File: config.mk
export PLATFORM = sky130hd
export DESIGN_NAME = gpio_port_with_pin_interrupts
export DESIGN_NICKNAME = d
export VERILOG_FILES = /design/src/rtl/core/gpio_pkg.sv /design/src/rtl/core/gpio_in_reg.sv /design/src/rtl/core/gpio_exec.sv /design/src/rtl/core/gpio_out_reg.sv /design/src/rtl/core/gpio_port_with_pin_interrupts.sv
export SDC_FILE = /design/constraint.sdc
export NUM_CORES = 1
export LEC_CHECK = 0
export BUFFER_PORTS_ARGS = -buffer_cell sky130_fd_sc_hd__buf_4
export CAP_MARGIN = 20
export CORE_MARGIN = 3
export CORE_UTILIZATION = 53
export DETAILED_ROUTE_END_ITERATION = 8
export MAX_ROUTING_LAYER = met4
export PLACE_DENSITY = 0.82
export RECOVER_POWER = 50
export SYNTH_ARGS = -nofsm -noshare
export SYNTH_HDL_FRONTEND = slang
export SYNTH_SLANG_ARGS = --single-unit
File: constraint.sdc
create_clock -name i_clk -period 8.35 [get_ports i_clk]
set_clock_uncertainty 0.05 [all_clocks]
set_input_delay 0.835 -clock i_clk [delete_from_list [all_inputs] [get_ports i_clk]]
set_output_delay 0.835 -clock i_clk [all_outputs]
set_load 0.02 [all_outputs]
File: src/rtl/core/gpio_pkg.sv
// Shared types, codes and helpers for the GPIO port with pin interrupts.
`timescale 1ns / 1ps

package gpio_pkg;

    // Fixed field widths of the port words
    localparam int PORT_W        = 32;
    localparam int PIN_IDX_W     = 5;
    localparam int MODE_W        = 3;
    localparam int CMD_W         = 3;
    localparam int PIN_COUNT_DEF = 32;

    // Command codes carried in the cmd field
    typedef enum logic [CMD_W-1:0] {
        CMD_TICK     = 3'd0,
        CMD_SET      = 3'd1,
        CMD_CLEAR    = 3'd2,
        CMD_TOGGLE   = 3'd3,
        CMD_DIR      = 3'd4,
        CMD_IRQ_MODE = 3'd5,
        CMD_CLR_FLAG = 3'd6,
        CMD_READ     = 3'd7
    } t_cmd;

    // Per-pin interrupt modes; codes six and seven are rejected on write
    typedef enum logic [MODE_W-1:0] {
        MODE_OFF  = 3'd0,
        MODE_LOW  = 3'd1,
        MODE_RISE = 3'd2,
        MODE_FALL = 3'd3,
        MODE_BOTH = 3'd4,
        MODE_HIGH = 3'd5
    } t_mode;

    // Input word
    typedef struct packed {
        logic [CMD_W-1:0]     cmd;
        logic [PIN_IDX_W-1:0] pin_index;
        logic [MODE_W-1:0]    mode_value;
        logic [PORT_W-1:0]    pin_mask;
        logic [PORT_W-1:0]    pin_levels;
    } t_gpio_in;

    // Result word
    typedef struct packed {
        logic [PORT_W-1:0] read_data;
        logic [PORT_W-1:0] drive_levels;
        logic [PORT_W-1:0] direction_bits;
        logic [PORT_W-1:0] flag_bits;
        logic              irq;
        logic              status;
    } t_gpio_out;

    // Low pin_count bits set, for pin counts from 1 to PORT_W
    function automatic logic [PORT_W-1:0] port_mask(input int pin_count);
        logic [PORT_W:0] full;
        full = ((PORT_W+1)'(1) << pin_count) - (PORT_W+1)'(1);
        return full[PORT_W-1:0];
    endfunction

    // Interrupt condition of one pin given its mode, new and stored sample
    function automatic logic mode_hit(input logic [MODE_W-1:0] mode,
                                      input logic now, input logic prev);
        logic hit;
        case (mode)
            MODE_LOW:  hit = ~now;
            MODE_RISE: hit = now & ~prev;
            MODE_FALL: hit = ~now & prev;
            MODE_BOTH: hit = now ^ prev;
            MODE_HIGH: hit = now;
            default:   hit = 1'b0;
        endcase
        return hit;
    endfunction

endpackage

File: src/rtl/core/gpio_in_reg.sv
// Input register stage: holds one accepted word until the core takes it.
`timescale 1ns / 1ps

module gpio_in_reg (
    input  logic               i_clk,
    input  logic               i_rst_n,
    input  logic               i_valid,
    output logic               o_ready,
    input  gpio_pkg::t_gpio_in i_word,
    output logic               o_valid,
    input  logic               i_take,
    output gpio_pkg::t_gpio_in o_word
);
    import gpio_pkg::*;

    logic     r_valid;
    t_gpio_in r_word;

    // Free when empty or when the held word leaves this cycle
    assign o_ready = !r_valid || i_take;
    assign o_valid = r_valid;
    assign o_word  = r_word;

    // Valid flag
    always_ff @(posedge i_clk) begin
        if (!i_rst_n) begin
            r_valid <= 1'b0;
        end else if (o_ready) begin
            r_valid <= i_valid;
        end
    end

    // Payload
    always_ff @(posedge i_clk) begin
        if (i_valid && o_ready) begin
            r_word <= i_word;
        end
    end

endmodule

File: src/rtl/core/gpio_exec.sv
// Port state and the single-pass update of outputs, direction, modes and flags.
`timescale 1ns / 1ps

module gpio_exec #(
    parameter int PIN_COUNT = gpio_pkg::PIN_COUNT_DEF
) (
    input  logic                i_clk,
    input  logic                i_rst_n,
    input  logic                i_valid,
    input  gpio_pkg::t_gpio_in  i_word,
    input  logic                i_space,
    output logic                o_fire,
    output gpio_pkg::t_gpio_out o_res
);
    import gpio_pkg::*;

    localparam logic [PORT_W-1:0] PortMask = port_mask(PIN_COUNT);

    logic [PORT_W-1:0] r_out, n_out;
    logic [PORT_W-1:0] r_dir, n_dir;
    logic [PORT_W-1:0] r_prev, n_prev;
    logic [PORT_W-1:0] r_flag, n_flag;
    logic [MODE_W-1:0] r_mode [PIN_COUNT];

    logic [PORT_W-1:0] w_hits;
    logic [PORT_W-1:0] w_mask;
    logic [PORT_W-1:0] w_levels;
    logic [PORT_W-1:0] w_pbit;
    logic [PORT_W-1:0] w_read;
    logic              w_pin_ok;
    logic              w_mode_we;
    logic              w_status;

    assign o_fire   = i_valid && i_space;
    assign w_mask   = i_word.pin_mask & PortMask;
    assign w_levels = i_word.pin_levels & PortMask;
    assign w_pbit   = PORT_W'(1) << i_word.pin_index;
    assign w_pin_ok = {1'b0, i_word.pin_index} < (PIN_IDX_W+1)'(PIN_COUNT);

    // Per-pin edge and level detection against the stored sample
    for (genvar p = 0; p < PORT_W; p++) begin : g_hit
        if (p < PIN_COUNT) begin : g_live
            assign w_hits[p] = mode_hit(r_mode[p], w_levels[p], r_prev[p]);
        end else begin : g_dead
            assign w_hits[p] = 1'b0;
        end
    end

    // Command decode and next state
    always_comb begin
        n_out     = r_out;
        n_dir     = r_dir;
        n_prev    = r_prev;
        n_flag    = r_flag;
        w_read    = '0;
        w_status  = 1'b0;
        w_mode_we = 1'b0;
        case (t_cmd'(i_word.cmd))
            CMD_TICK: begin
                n_flag = r_flag | w_hits;
                n_prev = w_levels;
            end
            CMD_SET: begin
                n_out = r_out | w_mask;
            end
            CMD_CLEAR: begin
                n_out = r_out & ~w_mask;
            end
            CMD_TOGGLE: begin
                n_out = r_out ^ w_mask;
            end
            CMD_DIR: begin
                if (w_pin_ok) begin
                    n_dir = i_word.mode_value[0] ? (r_dir | w_pbit) : (r_dir & ~w_pbit);
                end
            end
            CMD_IRQ_MODE: begin
                if (i_word.mode_value > MODE_HIGH) begin
                    w_status = 1'b1;
                end else if (w_pin_ok) begin
                    w_mode_we = 1'b1;
                    n_flag    = r_flag & ~w_pbit;
                end
            end
            CMD_CLR_FLAG: begin
                n_flag = r_flag & ~w_mask;
            end
            CMD_READ: begin
                w_read = r_prev;
            end
            default: begin
            end
        endcase
    end

    // Result word reflects state after this item
    always_comb begin
        o_res.read_data      = w_read;
        o_res.drive_levels   = n_out;
        o_res.direction_bits = n_dir;
        o_res.flag_bits      = n_flag;
        o_res.irq            = |n_flag;
        o_res.status         = w_status;
    end

    // Port registers
    always_ff @(posedge i_clk) begin
        if (!i_rst_n) begin
            r_out  <= '0;
            r_dir  <= '0;
            r_prev <= '0;
            r_flag <= '0;
        end else if (o_fire) begin
            r_out  <= n_out;
            r_dir  <= n_dir;
            r_prev <= n_prev;
            r_flag <= n_flag;
        end
    end

    // Interrupt mode per pin
    for (genvar p = 0; p < PIN_COUNT; p++) begin : g_mode
        always_ff @(posedge i_clk) begin
            if (!i_rst_n) begin
                r_mode[p] <= MODE_OFF;
            end else if (o_fire && w_mode_we && (i_word.pin_index == PIN_IDX_W'(p))) begin
                r_mode[p] <= i_word.mode_value;
            end
        end
    end

endmodule

File: src/rtl/core/gpio_out_reg.sv
// Result register: holds one result word until the receiver takes it.
`timescale 1ns / 1ps

module gpio_out_reg (
    input  logic                i_clk,
    input  logic                i_rst_n,
    input  logic                i_valid,
    output logic                o_space,
    input  gpio_pkg::t_gpio_out i_word,
    output logic                o_valid,
    input  logic                i_ready,
    output gpio_pkg::t_gpio_out o_word
);
    import gpio_pkg::*;

    logic      r_valid;
    t_gpio_out r_word;

    // Room when empty or when the held result is taken this cycle
    assign o_space = !r_valid || i_ready;
    assign o_valid = r_valid;
    assign o_word  = r_word;

    // Valid flag
    always_ff @(posedge i_clk) begin
        if (!i_rst_n) begin
            r_valid <= 1'b0;
        end else if (o_space) begin
            r_valid <= i_valid;
        end
    end

    // Payload
    always_ff @(posedge i_clk) begin
        if (i_valid && o_space) begin
            r_word <= i_word;
        end
    end

endmodule

File: src/rtl/core/gpio_port_with_pin_interrupts.sv
// Top level of the GPIO port with set/clear/toggle outputs and pin interrupts.
`timescale 1ns / 1ps

// Usage:
//   Input channel (i_in_valid / o_in_ready / i_in_word) takes one word per
//   command: a sample tick with pin levels, or a register access (set, clear,
//   toggle outputs, pin direction, pin interrupt mode, flag clear, read).
//   Output channel (o_out_valid / i_out_ready / o_out_word) returns exactly
//   one result word per command, in order: read data, output levels,
//   direction, flags, irq and status after that command.
//   Path: a word accepted into the input register waits there until the result
//   register has room, passes through the combinational state update and is
//   loaded into the result register, from which the receiver takes it.
//   Throughput: one word per cycle while the receiver keeps taking results;
//   the state update between the input and result registers is combinational.
//   Reset (synchronous, active low) clears outputs, directions (all inputs),
//   interrupt modes (all off), the stored sample and all flags, and empties
//   both registers.
//   When the receiver stalls, the result register holds its word, the held
//   input word waits, and o_in_ready drops once both are occupied; no word
//   is lost or repeated.
module gpio_port_with_pin_interrupts #(
    parameter int PIN_COUNT = gpio_pkg::PIN_COUNT_DEF
) (
    input  logic                i_clk,
    input  logic                i_rst_n,
    input  logic                i_in_valid,
    output logic                o_in_ready,
    input  gpio_pkg::t_gpio_in  i_in_word,
    output logic                o_out_valid,
    input  logic                i_out_ready,
    output gpio_pkg::t_gpio_out o_out_word
);
    import gpio_pkg::*;

    logic      w_in_valid;
    t_gpio_in  w_in_word;
    logic      w_fire;
    logic      w_space;
    t_gpio_out w_res;

    // Input register
    gpio_in_reg u_in_reg (
        .i_clk   (i_clk),
        .i_rst_n (i_rst_n),
        .i_valid (i_in_valid),
        .o_ready (o_in_ready),
        .i_word  (i_in_word),
        .o_valid (w_in_valid),
        .i_take  (w_fire),
        .o_word  (w_in_word)
    );

    // Port state and command execution
    gpio_exec #(
        .PIN_COUNT (PIN_COUNT)
    ) u_exec (
        .i_clk   (i_clk),
        .i_rst_n (i_rst_n),
        .i_valid (w_in_valid),
        .i_word  (w_in_word),
        .i_space (w_space),
        .o_fire  (w_fire),
        .o_res   (w_res)
    );

    // Result register
    gpio_out_reg u_out_reg (
        .i_clk   (i_clk),
        .i_rst_n (i_rst_n),
        .i_valid (w_fire),
        .o_space (w_space),
        .i_word  (w_res),
        .o_valid (o_out_valid),
        .i_ready (i_out_ready),
        .o_word  (o_out_word)
    );

endmodule

Word-level counts from Yosys, hierarchy flattened
Memory sizes are Yosys's and may differ from the RTL's.
Cells that the tools add are included.
{"block": "word_totals", "register_bits": 335, "ram_bits": 96, "inputBits": 79, "out_inout_bits": 132, "word_cells": 633, "mem_count": 1}
{"block": "classes", "n_lt_le_gt_ge": 1, "n_eq_ne": 198, "shifts": 1, "mux": 169, "bitwise_logic": 202, "reduce_logical": 44}
{"name": "u_exec.r_mode", "words": 32, "width": 3, "read_ports": 32, "rd_clocked_by_memory_dff": 0, "wr": 32, "line": "gpio_exec.sv:23", "text": "logic [MODE_W-1:0] r_mode [PIN_COUNT];"}
{"operator": "3-bit == test (second input constant)", "count": 68}
{"operator": "3-bit by 2-bit == test with 1-bit output (second input constant)", "count": 66}
{"operator": "32-bit one-hot mux with 3 select lines", "count": 2}
{"operator": "1-bit one-hot mux with 5 select lines", "count": 32}
{"operator": "32-bit bitwise AND", "count": 4}
{"operator": "1-bit 2-to-1 mux", "count": 100}
{"operator": "3-bit by 1-bit == test with 1-bit output (second input constant)", "count": 33}
{"operator": "3-bit 2-to-1 mux", "count": 32}
{"operator": "32-bit 2-to-1 mux", "count": 3}
{"operator": "32-bit OR", "count": 3}
{"operator": "5-bit == test (second input constant)", "count": 16}
{"operator": "1-bit bitwise AND", "count": 64}
{"operator": "1-bit inverter", "count": 64}
{"operator": "32-bit inverter", "count": 2}
{"operator": "5-bit by 4-bit == test with 1-bit output (second input constant)", "count": 8}
{"operator": "1-bit logical AND", "count": 36}
{"operator": "1-bit OR", "count": 32}
{"operator": "32-bit OR reduction", "count": 1}
{"operator": "1-bit by 5-bit left shift with 32-bit output (first input constant)", "count": 1}
{"operator": "1-bit bitwise XOR", "count": 32}
{"operator": "32-bit bitwise XOR", "count": 1}
{"operator": "5-bit by 3-bit == test with 1-bit output (second input constant)", "count": 4}
{"operator": "5-bit by 2-bit == test with 1-bit output (second input constant)", "count": 2}
{"operator": "5-bit by 1-bit == test with 1-bit output (second input constant)", "count": 1}
{"operator": "other kinds (6)", "count": 8}

Logic depth before layout (Yosys ltp)
Gate-level depths: netlist (run 1).
{"block": "logic_depth", "ltp_word": 9, "depth_mapped": 8, "mapped_depth_nobuf": 8}

Modules after synthesis
A second synthesis (run 1) with hierarchy kept.
{"block": "unflattened", "hier_cells": 1873, "hier_area_um2": 20764.9}
{"module": "gpio_exec", "instances": 1, "cells_each": 1658, "area_per_inst_um2": 14493.9, "seq_area_each_um2": 5445.2}
{"module": "gpio_out_reg", "instances": 1, "cells_each": 135, "area_per_inst_um2": 3961.3, "seq_area_each_um2": 3923.8}
{"module": "gpio_in_reg", "instances": 1, "cells_each": 80, "area_per_inst_um2": 2309.7, "seq_area_each_um2": 2272.2}

Worst setup path after synthesis (run 1)
Ideal clock, no wire load.
{"block": "synth_timing", "path_kind": "input to register", "startpoint": "input port i_out_ready", "endpoint": "register u_out_reg.r_word (netlist bit u_out_reg.o_word[0]), enable pin", "setup_time_ps": 545, "t_arrival_ps": 5051, "required_time_ps": 7755, "slack_ps": 2703, "path_stages": 5, "path_buffers": 2, "cell_sequence": "nor2b_1 > nand2b_1 > clkbuf_1 > inv_2 > clkbuf_1"}
{"block": "synth_via", "elab_chain_len": 3}
{"element": "start: declaration", "line": "gpio_port_with_pin_interrupts.sv:31", "text": "input logic i_out_ready,"}
{"element": "1-bit logical OR", "line": "gpio_out_reg.sv:20", "text": "assign o_space = !r_valid || i_ready;"}
{"element": "1-bit logical AND", "line": "gpio_exec.sv:34", "text": "assign o_fire = i_valid && i_space;"}
{"element": "named net u_exec.o_fire", "line": "gpio_exec.sv:12", "text": "output logic o_fire,"}
{"element": "1-bit logical AND", "line": "gpio_out_reg.sv:35", "text": "if (i_valid && o_space) begin"}
{"element": "end signal: assignment", "line": "gpio_out_reg.sv:36", "text": "r_word <= i_word;"}
{"element": "end: declaration", "line": "gpio_out_reg.sv:17", "text": "t_gpio_out r_word;"}
The timed path passes the listed nets, and every way through them passes these cells.
A chain may end at the register's enable or synchronous reset.

Worst setup path in the final report (run 1)
{"block": "layout_timing", "startpoint": "input port i_out_ready", "endpoint": "register u_exec.r_prev[28]"}
{"block": "layout_via", "elab_chain_len": 3}
{"element": "1-bit logical OR", "line": "gpio_out_reg.sv:20"}
{"element": "1-bit logical AND", "line": "gpio_exec.sv:34"}
{"element": "2-bit AND reduction (no source line)"}
{"element": "end signal: assignment", "line": "gpio_exec.sv:116", "text": "r_prev <= n_prev;"}
{"element": "end: declaration", "line": "gpio_exec.sv:21", "text": "logic [PORT_W-1:0] r_prev, n_prev;"}
Every way passes these cells.

==> summary.md, run 1 <==
The clock root buffer is sky130_fd_sc_hd__clkbuf_16. For the post-synthesis cell count, the log shows 1923. The classification of the worst setup path was input port to flop. The number of antenna diodes in the final layout is 0. The hold path startpoint was u_exec.r_dir[19]. Counting flops with a built-in enable in the synthesized netlist gives 301.

For this run the aggregate overflow at the end of global routing stands at 0. Post-CTS setup buffer count: 0. At the pin with the least slew margin, the transition time is 4630 ps. Dividing the detail-routed wire length by the instance count gives 20.6 um. For the worst flop-to-flop path, the logic depth is 6. Setup total negative slack on the finished layout was measured at 0 ps. The tools report the launching point of the worst reg2reg path as u_out_reg.o_valid. Count of final setup violators: 0. The smallest clock period supported by the final layout is computed as 5600 ps. The flip-flop and latch count after synthesis was 431. The hold-critical path depth came out at 2.

For the detailed-route DRC error count, the log shows 0. The post-synthesis async set-or-reset flop share was 0%. The floorplan step set the die width to 203 um.

The run gives 36400 um as the final HPWL from detailed placement. Number of iterations in the first detailed-routing pass: 7. Before CTS, the worst setup slack after placement is 4530 ps. The later-pin clock latency in the skew report was 580 ps. The commonest cells after synthesis are sky130_fd_sc_hd__edfxtp_1 (301), sky130_fd_sc_hd__nor2_1 (253), sky130_fd_sc_hd__nand2_1 (222).

Buffers inserted during clock tree synthesis total 46. The count of cell types in the netlist was 48. Once the floorplan was initialized, standard cells occupied 54.1% of the core. The count of warnings emitted by yosys is 0, and the number of failing hold endpoints at the final stage is 0. Measured against its own limit, the worst slew margin works out to -209%. In this run, the number of DRC markers left after iteration 0 of detailed routing was 1700.

In this run the remaining antenna-violating nets after routing total 0. By area, the combinational part of the netlist is dominated by simple AND/OR/NAND/NOR gates. The most used flip-flop cell after synthesis was sky130_fd_sc_hd__edfxtp_1. The worst setup path is captured at a flop. The number of global-route vias before repair was 15.4k; the post-synthesis simple-gate area fraction was 14.8%.

The tools report the end of the worst hold path as u_exec.r_dir[19]. The vias after detailed routing is 15.4k. The achievable frequency is 178 MHz, and the share of synthesized area spent on multiplexers is 4.62%.

The TritonCTS sink count was 431. Via-per-instance ratio: 5.84. The flow ran to the end, but the final reports show violations. After synthesis, the cell types taking the most area are sky130_fd_sc_hd__edfxtp_1 (44%), sky130_fd_sc_hd__dfxtp_1 (13%), sky130_fd_sc_hd__ha_1 (7.8%). The worst register-to-register path has a setup slack of 2770 ps. The run gives 2750 ps as the worst setup slack after layout. The number of levels the H-tree was split into was 2; the area share of the largest cell type after synthesis was 44.1%. The sort of element at the start of the critical path was an input port. The final reports fail on capacitance limit, slew limit.

The run gives 41000 sq um as the total die area. Hold repair after CTS inserted 0 buffers. The tools report the initial antenna violation count as 0. Data on the critical path is required at its endpoint by 8530 ps. The logs give 71 for the number of rows in the core area and 149 uV for the maximum resistive drop on vdd.

The routed design has 54400 um of wire. Fraction of final layout cells with drive strength greater than 1: 8.92%. Summing every instance area after synthesis gives 20500 sq um. The maximum number of pins on one net before global-route repair was 94. Of the total synthesized cell area, the portion taken by full adders, half adders and majority gates is 7.82%.

For this run, the post-layout net count is 2301. Data arrives at the worst endpoint at 5780 ps. The relative area change from synthesis to final layout works out to 14.4%. TritonCTS built the clock tree.

The congestion estimate from routability-driven global placement came to 0.910. Global routing consumed, over all layers together, 26.7% of the routing resources. The post-CTS resize count was 0; the height of the die was 203 um.

The xor-xnor portion of the synthesized cell area is 0.856%. The tightest min-delay check is of the flop to flop type. The net count after synthesis came out at 2130. Of all cell types, the one taking the most synthesized area is sky130_fd_sc_hd__edfxtp_1.

The count of buffers added on input and output ports is 210. The maximum fanout count along the critical path is 49. A synthesized cell averages 10.6 sq um.

The share of the clock period used by the worst path is 67.1%, and the power per standard cell area is 211 nW/um^2. The first global-routing pass estimated 83600 um of wire. The logs give 3 for the maximum clock path buffer count and 11 for the count of max-cap constraint violations. The tools report the core region area as 37800 sq um.

Setup repair after global routing left no endpoint under its margin. The tools report the number of pins with negative max-slew slack in the final report as 451. 211 I/O pins were placed. The completed layout was analyzed and its total power is 4940 uW. The area fraction in compound gates after synthesis came out at 9.85%. The sequential share of the synthesized area was 56.9%; the clock slew seen by the registers of the worst setup and hold paths was 60 ps. The cell with the most instances after synthesis was sky130_fd_sc_hd__edfxtp_1. The endpoint of the worst-slack reg-to-reg timing path is u_exec.r_prev[28].

Summed over all cells, the static leakage comes to 0.00896 uW.
cell type report:
| class | instances | area [sq um] |
|---|---|---|
| clock buffers | 62 | 1290 |
| clock inverters | 22 | 220 |
| fillers | 3023 | 14400 |
| inverters | 175 | 666 |
| multi-input cells | 1214 | 7790 |
| flip-flops and latches | 431 | 11600 |
| well taps | 511 | 639 |
| repair buffers | 226 | 1170 |
logic make-up (layout without fill, tap and decap cells):
| family | Yosys count | after routing |
|---|---|---|
| simple gates | 663 | 663 |
| flops | 431 | 431 |
| compound gates | 314 | 314 |
| buf+inv | 278 | 485 |
| fa+ha+maj | 128 | 128 |
| mux | 89 | 89 |
| xor+xnor | 20 | 20 |
worst max path at each step:
stage	start	end	slack [ps]	depth (start not counted)
after floorplan	i_out_ready	u_out_reg.o_word[0]	2700	5
after global placement	i_out_ready	u_exec.r_mode[1][27]	4660	7
after detailed placement	i_out_ready	u_exec.r_mode[1][9]	4530	7
after CTS	u_in_reg.o_word[73]	u_out_reg.o_word[1]	4430	6
after global routing	i_rst_n	u_exec.r_flag[25]	2380	4
final	i_out_ready	u_exec.r_prev[28]	2750	7
stage by stage:
stage / hold WS, ps / area [sq um] / util (%) / std cells
6_report: 400 / 23400 / 61.9 / 2641
5_1_grt: 387 / 23400 / 61.9 / 2641
4_1_cts: 357 / 24000 / 63.3 / 2640
3_5_place_dp: 395 / 22400 / 59.3 / 2556
3_3_place_gp: 389 / 22400 / 59.3 / 2556
2_1_floorplan: 384 / 20500 / - / 1923
cells in the final DEF, fill, tap and decap left out, drive strengths merged, types with 4 or more instances in the layout:
cell type  count
buf           12
and3b          5
nor4b         12
nor2         253
nand2b         4
o221ai        12
nand2        222
clkinv        14
o31ai         12
o21ai         52
o22a          32
xnor2         20
o21a          12
nor3b         23
clkbuf       276
a32oi          8
nor3          37
nand3          5
o32ai         12
a211oi        20
and3          14
dfxtp        130
ha           128
edfxtp       301
a21oi        126
a211o          8
nor4          11
bufinv         4
mux2i         45
a21boi         8
and2          35
nor2b         15
nand4         15
inv          176
mux2          44
a2111oi       12
worst max-delay path: stages:
cell	delay, ps
sky130_fd_sc_hd__buf_4	110
sky130_fd_sc_hd__nor2b_1	190
sky130_fd_sc_hd__nand2b_1	1600
sky130_fd_sc_hd__clkbuf_1	1950
sky130_fd_sc_hd__nor2_4	660
sky130_fd_sc_hd__nand2_1	290
sky130_fd_sc_hd__a21oi_1	110
power breakdown:
group | total (uW) | internal [uW] | switching (uW) | leakage, uW
registers | 2450 | 2390 | 67.6 | 0.00406
logic | 427 | 145 | 282 | 0.00415
clock network | 2060 | 1210 | 848 | 0.000745
layer usage:
metal	vias up	routed length (um)	track usage [%]
met2	813	25600	42.6
met4	0	2900	13.2
met5	-	0	-
met1	7409	21300	33.5
met3	186	4540	4.04
li1	7026	-	-
flip-flops by register name, summed over array words and instances, names as in the netlist:
register and cells:
u_out_reg.o_valid 1, u_exec.r_flag 32, u_out_reg.o_word 130, u_exec.r_prev 32, u_exec.r_mode 96, u_exec.r_dir 32, u_in_reg.o_valid 1, u_in_reg.o_word 75
u_exec.r_out 32
Power figures use the tool's default switching activity.
==> inputs of run 2 (changes only) <==
Clock period 8.35 ns to 5.55 ns, I/O delays scaled along.
==> run 2 against run 1 <==
  * The flow still finishes with violations (capacitance limit, slew limit)
  * Die area did not move
  * Clock power rose by 42%
  * Sequential share of layout area rose by 0.13 points
  * Non-clock buffer count fell by 1
  * Utilization fell by 0.16 points
  * Routed wire length rose by 1.3%
  * Clock-buffer cell count rose by 2
  * Global-route usage rose by 0.11 points
  * Via count barely moved
  * Sequential power rose by 51%
  * Register-to-register slack got worse by 1700 ps
  * Final cell count barely moved
  * Highest routed layer unchanged
==> summary.md, run 2 (same netlist as run 1, synthesis figures left out) <==
The tools report the initial antenna violation count as 0. The endpoint required time on the critical path was 5810 ps. The tools report the placer congestion estimate as 0.882. The tools report the remaining global-route overflow as 0. For the final routed database, the setup TNS stands at 0 ps.

The cell leakage power came out at 0.00893 uW. The final reports fail on capacitance limit, slew limit. Of the total power, the clock network draws 40.3%. At the later pin of the worst-skew pair, clock insertion delay measures 580 ps.

After detailed routing, the number of remaining DRC violations is 0. The critical path in this run is classified as input port to flop. The path class of the tightest hold or removal check is input port to flop. The TritonCTS sink count was 431.

After layout, the worst path uses 82.6% of the clock period. After clock tree synthesis, the setup repair step added 0 buffers. The number of failing hold endpoints at the final stage is 0, and the count of buffers from port buffering is 210.

For the arrival time at the worst endpoint, the log shows 4840 ps. After detailed placement, the total cell area comes to 22500 sq um. In this run the most critical hold path is launched from i_in_word[24].

For this run, the detailed router's first-pass iteration total came to 6. TritonCTS built the clock tree. For this design the top-level I/O count stands at 211.

Detailed routing inserted a total of 15.4k vias. The tools report the net load switching power as 1770 uW. The number of global-route vias before repair came out at 15.0k.

The run gives -104% as the worst-case headroom to the max-slew limit. The longest clock path from root to sink contains 3 buffers. The run gives 207 as the number of pins with negative max-slew slack in the final report.

The register with the most flip-flops in the layout has 130 of them. The tools report the number of CTS-inserted buffers as 45. The type of destination of the critical path is a flop. The initial core utilization came out at 54.1%. The final routed wire length divided by cell count works out to 20.9 um. Measured in cells, the most critical reg-to-reg path has a length of 4.

The die covers 41000 sq um. The met1 routed wirelength after detailed routing came out at 21200 um. After detailed routing, the met2 layer carries 26700 um of wire. The logs give 83000 um for the global-route wire length before repair and 218 MHz for the achievable frequency.

The tools report the global-route usage over all layers as 26.8%. The run gives 71 as the number of rows in the core area. Launch point of the critical path: i_rst_n. After clock tree synthesis, the clock-pin slew on the worst setup and hold paths is 60 ps. The maximum fanout count along the critical path is 72. The die width is 203 um, and the fraction of final layout cells with drive strength greater than 1 is 8.41%.

With fillers left out, the area of the finished cells amounts to 23400 sq um. The sequential share of power was 50.7%. After the last flow step, the layout net total stands at 2299. The maximum number of pins on one net before global-route repair was 90.

VDD sags by at most 229 uV. In this run the critical register-to-register path is launched from u_in_reg.o_word[73]. The tools report the clock root buffer as sky130_fd_sc_hd__clkbuf_16. The floorplan step set the die height to 203 um. The slew at the pin closest to its max-slew limit came out at 3070 ps. The switching portion of total power is 24.4%, and the count of max-cap constraint violations is 5.

In the layout the commonest cells are sky130_fd_sc_hd__edfxtp_1 (301), sky130_fd_sc_hd__nor2_1 (251), sky130_fd_sc_hd__nand2_1 (222). The share of total power in combinational logic came out at 8.9%. The run finished, with violations left.

The total area inside the core boundary comes to 37800 sq um. Setup repair after global routing left no endpoint under its margin. The via-per-instance ratio is 5.85, and the final wirelength is 55100 um.

The logs give 4970 um for the met3 wirelength from detailed routing and 0 for the number of inserted diodes. The detail route stage leaves a number of antenna-violating nets equal to 0. Cell internal power was estimated by the tool at 5500 uW. Compared with the post-synthesis result, the final layout area differs by 14.1%. Post-CTS resize count: 0. STA classifies the critical path startpoint as an input port. Setup violations remaining at the end of the flow were counted as 0.

The shortest clock period the worst path allows after layout was 4580 ps; the number of buffers inserted by hold repair at cts was 0. In this run the number of H-tree levels came out at 2. The highest metal layer with signal wires was met4. In this run the power density over the cells is 311 nW/um^2. Starting DRC count in detailed routing: 1448. Leaving out fill and tap cells, the most frequent cell in the layout is sky130_fd_sc_hd__edfxtp_1. The hold-critical path depth is 1. Final HPWL from detailed placement: 36900 um.
==> run 2: cell types whose count changed in the layout (fill, tap and decap cells not counted), moves of 2 or more <==
cell,change
sky130_fd_sc_hd__mux2_2,-4
sky130_fd_sc_hd__bufinv_16,-2
sky130_fd_sc_hd__and2_0,-2
sky130_fd_sc_hd__clkbuf_1,+2
sky130_fd_sc_hd__clkbuf_8,+4
sky130_fd_sc_hd__clkinvlp_4,-2
sky130_fd_sc_hd__clkinv_1,+5
sky130_fd_sc_hd__and2_1,+2
sky130_fd_sc_hd__clkbuf_16,-3
sky130_fd_sc_hd__clkinv_2,-4
sky130_fd_sc_hd__mux2_1,+4
sky130_fd_sc_hd__clkbuf_4,-5
==> run 2: cell type report <==
cell class | count | area, sq um
Clock buffer | 64 | 1280
Clock inverter | 19 | 141
Fill cell | 3101 | 14500
Inverter | 175 | 664
Multi-Input combinational cell | 1214 | 7800
Sequential cell | 431 | 11600
Tap cell | 511 | 639
Timing Repair Buffer | 225 | 1190
==> run 2: per-stage QoR <==
stage	hold slack [ps]	total power (uW)	utilization [%]	instances	setup slack, ps
after floorplan	384	4160	-	1923	183
after global placement	389	4390	59.3	2554	2070
after detailed placement	394	4430	59.4	2555	1980
after CTS	79.1	7340	63.1	2638	1790
after global routing	105	7510	61.7	2639	755
final	124	7270	61.7	2639	967
==> run 2: power by group through the flow <==
stage | Combinational, uW | Sequential, uW | Clock, uW
after floorplan | 378 | 3780 | 0
after global placement | 640 | 3750 | 0
after detailed placement | 678 | 3750 | 0
after CTS | 682 | 3690 | 2970
after global routing | 709 | 3700 | 3100
final | 650 | 3690 | 2930
==> run 2: per-layer routing <==
layer / GRT usage (%) / vias to the layer above
met3: 5.26 / 150
li1: - / 7030
met4: 11.0 / 0
met1: 32.7 / 7463
met2: 43.9 / 795
met5: - / -
==> run 2: path summary, 6_finish.rpt <==
| kind | end | slack, ps |
|---|---|---|
| max reg2reg | u_out_reg.o_word[98] | 1110 |
| min reg2reg | u_exec.r_dir[18] | 400 |
| min | u_in_reg.o_word[24] | 120 |
| max | u_exec.r_flag[29] | 970 |
==> run 2: critical path, stage by stage <==
cell	delay, ps
sky130_fd_sc_hd__clkbuf_2	530
sky130_fd_sc_hd__inv_2	1170
sky130_fd_sc_hd__clkbuf_1	2250
sky130_fd_sc_hd__nor3_1	230
